## src/sv/hs_pkg.sv

```systemverilog
// Heap sorter package: sizes, controller states, command and status bundles.
// Used by hs_ctrl, hs_dpath and heap_sorter_top; depends on nothing.
package hs_pkg;

    localparam int MAX_ELEMENTS = 32;
    localparam int DATA_W       = 32;
    localparam int IDX_W        = $clog2(MAX_ELEMENTS);
    localparam int CNT_W        = $clog2(MAX_ELEMENTS + 1);
    localparam int EXT_W        = CNT_W + 1;

    typedef enum logic [3:0] {
        S_IDLE,
        S_UP_RD,
        S_UP_CMP,
        S_SORT_START,
        S_SW_RD0,
        S_SW_RD1,
        S_SW_WR,
        S_DN_RD0,
        S_DN_RD1,
        S_DN_CMP,
        S_EM_RD,
        S_EM_WAIT
    } t_state;

    typedef struct packed {
        logic accept;
        logic ovf_set;
        logic up_read;
        logic up_step;
        logic up_place;
        logic sort_init;
        logic sw_rd_root;
        logic sw_rd_last;
        logic sw_swap;
        logic dn_rd_child;
        logic dn_rd_child2;
        logic dn_step;
        logic dn_place;
        logic emit_rd;
        logic emit_load;
        logic clear;
    } t_cmd;

    typedef struct packed {
        logic count_full;
        logic last;
        logic pos_zero;
        logic item_gt;
        logic count_gt1;
        logic child_oob;
        logic child_gt;
        logic size_gt2;
        logic out_free;
        logic emit_last;
    } t_stat;

endpackage

```

## src/sv/heap_sorter_top.sv

```systemverilog
// Heap sorter top level: hs_ctrl and hs_dpath over hs_pkg, single-port heap memory.
// Insert: each value is sifted up, one memory read per level.
// Sort: an init step, then for every held value but one a swap, then a sift-down.
// Emit: each result is read, then loaded into the output register once it is free; input is stalled until emit ends.
// Reset (synchronous, active low) empties the store and clears overflow and output valid.
module heap_sorter_top (
    input  logic                             i_clk,
    input  logic                             i_rst_n,
    input  logic                             i_valid,
    output logic                             o_stall,
    input  logic signed [hs_pkg::DATA_W-1:0] i_element_value,
    input  logic                             i_is_last,
    output logic                             o_valid,
    input  logic                             i_stall,
    output logic signed [hs_pkg::DATA_W-1:0] o_sorted_value,
    output logic                             o_run_end,
    output logic                             o_overflowed
);

    hs_pkg::t_cmd  cmd;
    hs_pkg::t_stat stat;

    hs_ctrl u_ctrl (
        .i_clk     (i_clk),
        .i_rst_n   (i_rst_n),
        .i_valid   (i_valid),
        .i_is_last (i_is_last),
        .i_stat    (stat),
        .o_stall   (o_stall),
        .o_cmd     (cmd)
    );

    hs_dpath u_dpath (
        .i_clk           (i_clk),
        .i_rst_n         (i_rst_n),
        .i_cmd           (cmd),
        .i_element_value (i_element_value),
        .i_is_last       (i_is_last),
        .i_stall         (i_stall),
        .o_stat          (stat),
        .o_valid         (o_valid),
        .o_sorted_value  (o_sorted_value),
        .o_run_end       (o_run_end),
        .o_overflowed    (o_overflowed)
    );

endmodule

```

## src/sv/hs_ctrl.sv

```systemverilog
// Heap sorter controller: sequences insert, sort and emit phases.
// Depends on hs_pkg; drives hs_dpath through t_cmd and reads t_stat.
module hs_ctrl (
    input  logic          i_clk,
    input  logic          i_rst_n,
    input  logic          i_valid,
    input  logic          i_is_last,
    input  hs_pkg::t_stat i_stat,
    output logic          o_stall,
    output hs_pkg::t_cmd  o_cmd
);

    hs_pkg::t_state r_state;
    hs_pkg::t_state n_state;
    hs_pkg::t_state s_after_insert;
    hs_pkg::t_state s_after_sift;

    always_ff @(posedge i_clk) begin
        if (!i_rst_n) begin
            r_state <= hs_pkg::S_IDLE;
        end else begin
            r_state <= n_state;
        end
    end

    always_comb begin
        s_after_insert = i_stat.last ? hs_pkg::S_SORT_START : hs_pkg::S_IDLE;
        s_after_sift   = i_stat.size_gt2 ? hs_pkg::S_SW_RD0 : hs_pkg::S_EM_RD;
        n_state        = r_state;
        case (r_state)
            hs_pkg::S_IDLE: begin
                if (i_valid) begin
                    if (i_stat.count_full) begin
                        n_state = i_is_last ? hs_pkg::S_SORT_START : hs_pkg::S_IDLE;
                    end else begin
                        n_state = hs_pkg::S_UP_RD;
                    end
                end
            end
            hs_pkg::S_UP_RD: begin
                n_state = i_stat.pos_zero ? s_after_insert : hs_pkg::S_UP_CMP;
            end
            hs_pkg::S_UP_CMP: begin
                n_state = i_stat.item_gt ? hs_pkg::S_UP_RD : s_after_insert;
            end
            hs_pkg::S_SORT_START: begin
                n_state = i_stat.count_gt1 ? hs_pkg::S_SW_RD0 : hs_pkg::S_EM_RD;
            end
            hs_pkg::S_SW_RD0: n_state = hs_pkg::S_SW_RD1;
            hs_pkg::S_SW_RD1: n_state = hs_pkg::S_SW_WR;
            hs_pkg::S_SW_WR:  n_state = hs_pkg::S_DN_RD0;
            hs_pkg::S_DN_RD0: begin
                n_state = i_stat.child_oob ? s_after_sift : hs_pkg::S_DN_RD1;
            end
            hs_pkg::S_DN_RD1: n_state = hs_pkg::S_DN_CMP;
            hs_pkg::S_DN_CMP: begin
                n_state = i_stat.child_gt ? hs_pkg::S_DN_RD0 : s_after_sift;
            end
            hs_pkg::S_EM_RD: n_state = hs_pkg::S_EM_WAIT;
            hs_pkg::S_EM_WAIT: begin
                if (i_stat.out_free) begin
                    n_state = i_stat.emit_last ? hs_pkg::S_IDLE : hs_pkg::S_EM_RD;
                end
            end
            default: n_state = hs_pkg::S_IDLE;
        endcase
    end

    always_comb begin
        o_cmd   = '0;
        o_stall = 1'b1;
        case (r_state)
            hs_pkg::S_IDLE: begin
                o_stall = 1'b0;
                if (i_valid) begin
                    o_cmd.accept  = 1'b1;
                    o_cmd.ovf_set = i_stat.count_full;
                end
            end
            hs_pkg::S_UP_RD: begin
                if (i_stat.pos_zero) begin
                    o_cmd.up_place = 1'b1;
                end else begin
                    o_cmd.up_read = 1'b1;
                end
            end
            hs_pkg::S_UP_CMP: begin
                if (i_stat.item_gt) begin
                    o_cmd.up_step = 1'b1;
                end else begin
                    o_cmd.up_place = 1'b1;
                end
            end
            hs_pkg::S_SORT_START: o_cmd.sort_init  = 1'b1;
            hs_pkg::S_SW_RD0:     o_cmd.sw_rd_root = 1'b1;
            hs_pkg::S_SW_RD1:     o_cmd.sw_rd_last = 1'b1;
            hs_pkg::S_SW_WR:      o_cmd.sw_swap    = 1'b1;
            hs_pkg::S_DN_RD0: begin
                if (i_stat.child_oob) begin
                    o_cmd.dn_place = 1'b1;
                end else begin
                    o_cmd.dn_rd_child = 1'b1;
                end
            end
            hs_pkg::S_DN_RD1: o_cmd.dn_rd_child2 = 1'b1;
            hs_pkg::S_DN_CMP: begin
                if (i_stat.child_gt) begin
                    o_cmd.dn_step = 1'b1;
                end else begin
                    o_cmd.dn_place = 1'b1;
                end
            end
            hs_pkg::S_EM_RD: o_cmd.emit_rd = 1'b1;
            hs_pkg::S_EM_WAIT: begin
                if (i_stat.out_free) begin
                    o_cmd.emit_load = 1'b1;
                    o_cmd.clear     = i_stat.emit_last;
                end
            end
            default: o_stall = 1'b1;
        endcase
    end

endmodule

```

## src/sv/hs_dpath.sv

```systemverilog
// Heap sorter datapath: heap memory, item and index registers, output register.
// Depends on hs_pkg; steered by hs_ctrl through t_cmd, reports t_stat.
module hs_dpath (
    input  logic                             i_clk,
    input  logic                             i_rst_n,
    input  hs_pkg::t_cmd                     i_cmd,
    input  logic signed [hs_pkg::DATA_W-1:0] i_element_value,
    input  logic                             i_is_last,
    input  logic                             i_stall,
    output hs_pkg::t_stat                    o_stat,
    output logic                             o_valid,
    output logic signed [hs_pkg::DATA_W-1:0] o_sorted_value,
    output logic                             o_run_end,
    output logic                             o_overflowed
);

    logic signed [hs_pkg::DATA_W-1:0] r_mem [hs_pkg::MAX_ELEMENTS];
    logic signed [hs_pkg::DATA_W-1:0] r_rdata;
    logic signed [hs_pkg::DATA_W-1:0] r_item;
    logic signed [hs_pkg::DATA_W-1:0] r_tmp;
    logic signed [hs_pkg::DATA_W-1:0] r_cval;
    logic [hs_pkg::IDX_W-1:0]         r_pos;
    logic [hs_pkg::CNT_W-1:0]         r_count;
    logic [hs_pkg::CNT_W-1:0]         r_size;
    logic [hs_pkg::CNT_W-1:0]         r_k;
    logic                             r_ovf;
    logic                             r_last;
    logic                             r_o_valid;
    logic signed [hs_pkg::DATA_W-1:0] r_o_value;
    logic                             r_o_end;
    logic                             r_o_ovf;

    logic [hs_pkg::IDX_W-1:0]         parent_idx;
    logic [hs_pkg::IDX_W-1:0]         last_idx;
    logic [hs_pkg::EXT_W-1:0]         child_x;
    logic [hs_pkg::EXT_W-1:0]         child2_x;
    logic [hs_pkg::EXT_W-1:0]         hs_x;
    logic                             child2_oob;
    logic                             pick2;
    logic signed [hs_pkg::DATA_W-1:0] chosen_val;
    logic [hs_pkg::IDX_W-1:0]         chosen_idx;
    logic                             mem_re;
    logic [hs_pkg::IDX_W-1:0]         mem_raddr;
    logic                             mem_we;
    logic [hs_pkg::IDX_W-1:0]         mem_waddr;
    logic signed [hs_pkg::DATA_W-1:0] mem_wdata;

    assign parent_idx = (r_pos - hs_pkg::IDX_W'(1)) >> 1;
    assign last_idx   = hs_pkg::IDX_W'(r_size - hs_pkg::CNT_W'(1));
    assign child_x    = hs_pkg::EXT_W'({r_pos, 1'b1});
    assign child2_x   = child_x + hs_pkg::EXT_W'(1);
    assign hs_x       = hs_pkg::EXT_W'(r_size) - hs_pkg::EXT_W'(1);
    assign child2_oob = child2_x >= hs_x;
    assign pick2      = !child2_oob && (r_rdata > r_cval);
    assign chosen_val = pick2 ? r_rdata : r_cval;
    assign chosen_idx = pick2 ? child2_x[hs_pkg::IDX_W-1:0] : child_x[hs_pkg::IDX_W-1:0];

    always_comb begin
        mem_re    = 1'b1;
        mem_raddr = '0;
        if (i_cmd.up_read) begin
            mem_raddr = parent_idx;
        end else if (i_cmd.sw_rd_last) begin
            mem_raddr = last_idx;
        end else if (i_cmd.dn_rd_child) begin
            mem_raddr = child_x[hs_pkg::IDX_W-1:0];
        end else if (i_cmd.dn_rd_child2) begin
            mem_raddr = child2_x[hs_pkg::IDX_W-1:0];
            mem_re    = !child2_oob;
        end else if (i_cmd.emit_rd) begin
            mem_raddr = r_k[hs_pkg::IDX_W-1:0];
        end else if (!i_cmd.sw_rd_root) begin
            mem_re = 1'b0;
        end
    end

    always_comb begin
        mem_we    = 1'b1;
        mem_waddr = r_pos;
        mem_wdata = r_item;
        if (i_cmd.up_step) begin
            mem_wdata = r_rdata;
        end else if (i_cmd.sw_swap) begin
            mem_waddr = last_idx;
            mem_wdata = r_tmp;
        end else if (i_cmd.dn_step) begin
            mem_wdata = chosen_val;
        end else if (!i_cmd.up_place && !i_cmd.dn_place) begin
            mem_we = 1'b0;
        end
    end

    always_ff @(posedge i_clk) begin
        if (mem_we) begin
            r_mem[mem_waddr] <= mem_wdata;
        end
        if (mem_re) begin
            r_rdata <= r_mem[mem_raddr];
        end
    end

    always_ff @(posedge i_clk) begin
        if (i_cmd.accept) begin
            r_item <= i_element_value;
            r_pos  <= r_count[hs_pkg::IDX_W-1:0];
        end
        if (i_cmd.up_step) begin
            r_pos <= parent_idx;
        end
        if (i_cmd.sort_init) begin
            r_size <= r_count;
            r_k    <= '0;
        end
        if (i_cmd.sw_rd_last) begin
            r_tmp <= r_rdata;
        end
        if (i_cmd.sw_swap) begin
            r_item <= r_rdata;
            r_pos  <= '0;
        end
        if (i_cmd.dn_rd_child2) begin
            r_cval <= r_rdata;
        end
        if (i_cmd.dn_step) begin
            r_pos <= chosen_idx;
        end
        if (i_cmd.dn_place) begin
            r_size <= r_size - hs_pkg::CNT_W'(1);
        end
        if (i_cmd.emit_load) begin
            r_k       <= r_k + hs_pkg::CNT_W'(1);
            r_o_value <= r_rdata;
            r_o_end   <= o_stat.emit_last;
            r_o_ovf   <= r_ovf;
        end
    end

    always_ff @(posedge i_clk) begin
        if (!i_rst_n) begin
            r_count   <= '0;
            r_ovf     <= 1'b0;
            r_last    <= 1'b0;
            r_o_valid <= 1'b0;
        end else begin
            if (i_cmd.accept) begin
                r_last <= i_is_last;
            end
            if (i_cmd.ovf_set) begin
                r_ovf <= 1'b1;
            end
            if (i_cmd.up_place) begin
                r_count <= r_count + hs_pkg::CNT_W'(1);
            end
            if (i_cmd.clear) begin
                r_count <= '0;
                r_ovf   <= 1'b0;
            end
            if (i_cmd.emit_load) begin
                r_o_valid <= 1'b1;
            end else if (!i_stall) begin
                r_o_valid <= 1'b0;
            end
        end
    end

    always_comb begin
        o_stat.count_full = r_count == hs_pkg::CNT_W'(hs_pkg::MAX_ELEMENTS);
        o_stat.last       = r_last;
        o_stat.pos_zero   = r_pos == '0;
        o_stat.item_gt    = r_item > r_rdata;
        o_stat.count_gt1  = r_count > hs_pkg::CNT_W'(1);
        o_stat.child_oob  = child_x >= hs_x;
        o_stat.child_gt   = chosen_val > r_item;
        o_stat.size_gt2   = r_size > hs_pkg::CNT_W'(2);
        o_stat.out_free   = !r_o_valid || !i_stall;
        o_stat.emit_last  = (r_k + hs_pkg::CNT_W'(1)) == r_count;
    end

    assign o_valid        = r_o_valid;
    assign o_sorted_value = r_o_value;
    assign o_run_end      = r_o_end;
    assign o_overflowed   = r_o_ovf;

endmodule

```

## config.mk

```make
export PLATFORM = sky130hd
export DESIGN_NAME = heap_sorter_top
export DESIGN_NICKNAME = d
export VERILOG_FILES = /design/src/sv/hs_pkg.sv /design/src/sv/heap_sorter_top.sv /design/src/sv/hs_ctrl.sv /design/src/sv/hs_dpath.sv
export SDC_FILE = /design/constraint.sdc
export NUM_CORES = 2
export LEC_CHECK = 0
export BUFFER_PORTS_ARGS = -buffer_cell sky130_fd_sc_hd__buf_4
export CORE_UTILIZATION = 40
export DETAILED_ROUTE_END_ITERATION = 10
export GPL_TIMING_DRIVEN = 0
export PLACE_DENSITY = 0.56
export REMOVE_ABC_BUFFERS = 1
export SLEW_MARGIN = 0
export SYNTH_ARGS = -nofsm -noshare
export SYNTH_HDL_FRONTEND = slang
export SYNTH_HIERARCHICAL = 1
export SYNTH_SLANG_ARGS = --single-unit
```

## constraint.sdc

```tcl
create_clock -name i_clk -period 10.4 [get_ports i_clk]
set_input_delay 2.6 -clock i_clk [delete_from_list [all_inputs] [get_ports i_clk]]
set_output_delay 2.6 -clock i_clk [all_outputs]
set_load 0.005 [all_outputs]
```

Word-level counts from Yosys, hierarchy flattened
Memories as Yosys holds them, arrays and structs flattened. A register that Yosys moved wholly into a read port is not among the register bits. Cells that the tools add are included.

RAM bits: 1024. Output and inout port bits: 36. Register bits: 160. Memories: 1.

Equal/unequal tests: 16. Reductions and logical operators: 16. Bitwise operators: 1. Multiplexer cells: 74. Add/sub/neg operators: 6. $lt $le $gt $ge: 7.

Memories: u_dpath.r_mem (words 32, width 32, read ports 1, clocked after Yosys merged registers in 1, write ports 1, RTL line hs_dpath.sv:17) `logic signed [hs_pkg::DATA_W-1:0] r_mem [hs_pkg::MAX_ELEMENTS];`.

Operators with widths (count): 32-bit 2-to-1 mux (6); 32-bit greater-than comparator (3); 5-bit 2-to-1 mux (12); 4-bit one-hot mux with 12 select lines (1); 4-bit 2-to-1 mux (10); 1-bit 2-to-1 mux (33); 6-bit 2-to-1 mux (4); 4-bit by 3-bit == test with 1-bit output, second input constant (4); 4-bit == test, second input constant (4); 6-bit by 1-bit adder with 6-bit output, second input constant (2); 2-bit 2-to-1 mux (6); 4-bit by 2-bit == test with 1-bit output, second input constant (2); 6-bit by 1-bit adder with 7-bit output, second input constant (1); 6-bit by 7-bit >= comparator with 1-bit output (1); 7-bit >= comparator (1); 6-bit by 1-bit subtractor with 7-bit output, second input constant (1); 6-bit == test (1); 6-bit == test, second input constant (1); 6-bit by 1-bit greater-than comparator with 1-bit output, second input constant (1); 6-bit by 2-bit greater-than comparator with 1-bit output, second input constant (1); 2-bit nonzero test (3); 6-bit by 1-bit subtractor with 6-bit output, second input constant (1); 1-bit zero test (5); 5-bit zero test (1); 12 further kinds (15).

Longest topological paths before layout
Depth in word-level cells: 16. Depth in mapped cells: 31. Mapped depth without buffers: 28.

Cells and area by module
The synthesis kept the hierarchy.

By module, submodules not included: hs_dpath (cells an instance 3116, area an instance 52009.9 um2, instances 1); hs_ctrl (cells an instance 87, area an instance 615.6 um2, instances 1).

Worst setup path after synthesis
OpenSTA, ideal clock, no wires.

Kind: register to register. Start: reg u_dpath/r_size[0] (netlist name). End: mem u_dpath/r_mem[13][0] (netlist name), enable pin. Cell stages (with the launch flop): 31. Data required time: 9.979 ns. Setup time: 0.421 ns. Arrival time: 7.240 ns. Path slack: 2.739 ns. Clock period less this slack: 7.661 ns. Cells stage by stage: edfxtp_1 > clkbuf_1 > inv_1 > ha_1 > nor3b_2 > xnor2_2 > ha_1 > or4_1 > o22a_1 > a21oi_2 > o31ai_2 > buf_2 > buf_2 > nand2_1 > o21ai_0 > ha_1 > nor2b_1 > o2111ai_1 > nand4b_1 > a21o_1 > a2111oi_0 > o211ai_1 > mux2i_1 > inv_1 > nor4_1 > inv_1 > nand2_1 > nor2_1 > nand2_1 > o21ai_1 > nor2_1.

RTL lines: start, declared (RTL line hs_dpath.sv:24) `logic [hs_pkg::CNT_W-1:0] r_size;`; start signal, assigned (RTL line hs_dpath.sv:111) `r_size <= r_count;`; start signal, assigned (RTL line hs_dpath.sv:128) `r_size <= r_size - hs_pkg::CNT_W'(1);`; end, declared (RTL line hs_dpath.sv:17).

==> impl_metrics.toml <==
[sta]
fin_tns_setup_ps = 0
slew_violations = 0
hold_viol_final = 0
skew_ps = 36.88
setup_viol = 0
finalCritPeriodShare_pct = 95.15
rsz0062_at_grt = "no"
hold_ws_ps = 442.5
max_freq_mhz = 101.1
relSlewSlack_pct = 8.546
min_period_ps = 9896
worst_slack_ps = 504.1
worst-slew-pin-transition_ps = 1361

[die]
dieArea_mm2 = 0.1330
start_util_pct = 40.49
ios = 73
die_width_um = 364.7
core.rowCount = 132
die_h_um = 364.7
core_area_mm2 = 0.1300

[synthesis]
synth.area.top_cells = "edfxtp_1 (69%), mux2i_1 (12%), mux2_2 (3.5%)"
postSynthAreaPerCell_um2 = 16.43
synth-seq-cells = 1216
synth_top_area_share_pct = 68.64
yosysSeqAreaShare_pct = 69.14
yosysUniqueCellTypes = 78
synth_common_cells = "edfxtp_1 (1,203), mux2i_1 (646), mux2_2 (162)"
synth_enable_flop_cells = 1203
netlist_area_mm2 = 0.05263
synthArstFlopShare_pct = 0
synth_ff_type = "edfxtp_1"
synthCells = 3203
synth.most_common_cell = "edfxtp_1"
synth_warnings = 6
yosysTopAreaCell = "edfxtp_1"

[clock_network]
htree_levels = 4
clockBufferDepth = 3
clkTransAtPathRegs_ps = 60
cts_tree = "yes"
hold_buffers = 0
cts_buffers = 132
cts_root_buffer = "clkbuf_16"
numClockSinks = 1216
clock_latency_ps = 780

[detailed_routing]
drc = 0
drt-total-wl_mm = 143.9
dr.pass1.iters = 5
via_per_inst = 5.579
wl_per_cell_um = 27.50
drtIter0Drc = 2816
vias = 29200
ant_nets = 0

[global_routing]
grt_pass1_wl_mm = 203.0
grt_max_degree = 45
grt_usage_pct = 21.65
antenna_found_initial = 9
gr-total-overflow = 0
grt_pass1_vias = 28010

[finish]
multiInputGateArea_mm2 = 0.01525
layout.cells.non_filler = 5234
area_growth_pct = 17.48
final_area_mm2 = 0.06182
final_nets = 3545
fill_cells = 10900
drive_gt1_share_pct = 19.39
seq_area_mm2 = 0.03638
n_antenna_cell = 0

[worst_setup_path]
cp_slowest_cell = "nor2_4"
crit_path_max_incr_delay_ps = 840
critical_path_class = "reg2reg"
end_kind = "flop"
arrival_ps = 10340
crit_path_start_kind = "flop"
cp_data_required_time_ps = 10850
crit_fanout = 32

[place]
routabilityCongestion = 0.8538
port_buffers = 72
placed_cells = 4991
dpl-instance-area_mm2 = 0.05761
pre_cts_slack_ps = -30.06
dpl.hpwl_mm = 93.31

[outcome]
outcome = "finished, final reports clean"

[run]
max-cap-violations = 0

[power_and_ir_drop]
leakage_uw = 0.02088
ir_worst_vdd_mv = 0.1186
p_per_area_mw_per_mm2 = 199.4

[worst_hold_path]
hp-class = "reg2reg"
[cells in the final DEF, fill, tap and decap left out, drive strengths merged, types with 82 or more instances in the layout]
cell type,count
buf,216
clkbuf,180
edfxtp,1203
ha,117
inv,124
mux2,162
mux2i,646
nand2,82
nor2,82
o22ai,94
[what timing repair did]
| action | 4_1_cts | 5_1_grt |
|---|---|---|
| resized for setup | 0 | 2 |
| pin swaps | 2 | 3 |
| setup buffers | 2 | 6 |
| setup endpoints to repair | 28 | 918 |
[where the power goes]
group / switching, uW / total (uW) / internal (uW) / leakage [uW]
Combinational: 1180 / 2050 / 866 / 0.00797
Sequential: 148 / 5830 / 5680 / 0.0109
Clock: 1930 / 4450 / 2510 / 0.00196
[routing by layer]
| layer | vias up | part of all wire, % | global-route usage, % |
|---|---|---|---|
| met1 | 15010 | 47 | 32.34 |
| met2 | 958 | 44 | 31.83 |
| met4 | 0 | 3.0 | 7.357 |
| met3 | 232 | 6.2 | 3.565 |
| li1 | 13000 | - | - |
| met5 | - | 0 | 0 |
[stage by stage]
stage / total power, uW / util, %
floorplan: 8745 / -
global placement: 9772 / 41.83
detailed placement: 7969 / 44.32
CTS: 12420 / 47.47
global route: 12770 / 47.56
finish: 12320 / 47.56
[final timing paths]
kind | endpoint | slack (ps) | depth (start not counted) | startpoint
setup / recovery | u_dpath/r_mem[14][27] | 500 | 31 | u_dpath/r_size[0]
hold / removal | u_dpath/o_overflowed | 440 | 0 | u_dpath/r_ovf
setup reg to reg | u_dpath/r_mem[14][27] | 500 | 31 | u_dpath/r_size[0]
hold reg to reg | u_dpath/o_overflowed | 440 | 0 | u_dpath/r_ovf
[cell type report]
class                      instances  share of cell area [%]
clock buffer                     180                   5.669
inverter                         115                  0.6982
timing repair buffer             216                   5.695
multi-input combinational       1710                   24.67
sequential                      1216                   58.85
tap                             1742                   3.526
clock inverter                    55                  0.8905
[registers in the layout (all words and copies together), names as in the netlist]
signal and count:
u_dpath/o_sorted_value 32, u_dpath/r_cval 32, u_dpath/o_valid 1, u_dpath/r_size 6
u_dpath/r_count 6, u_dpath/r_tmp 32, u_dpath/o_run_end 1, u_dpath/r_rdata 32
u_dpath/o_overflowed 1, u_dpath/r_last 1, u_ctrl/r_state 4, u_dpath/r_pos 5
u_dpath/r_item 32, u_dpath/r_mem 1024, u_dpath/r_k 6, u_dpath/r_ovf 1
[logic make-up after synthesis]
family                     Yosys count  synth area share, %
muxes                              808                15.75
and+or+nand+nor                    367                3.885
adders and majority gates          117                2.782
DFF                               1216                69.14
xor gates and xnor gates            24               0.4137
AOI/OAI and AO/OA                  394                5.357
buffers and inverters              277                2.670
[critical path: cells and delay by family, from the launching register on]
family	cells	cell delay (ps)
AOI/OAI and AO/OA	12	3020
xor gates and xnor gates	1	360
and+or+nand+nor	8	2540
DFF	1	620
buffers and inverters	6	1310
adders and majority gates	3	910
muxes	1	740
Power figures use the tool's default switching activity.
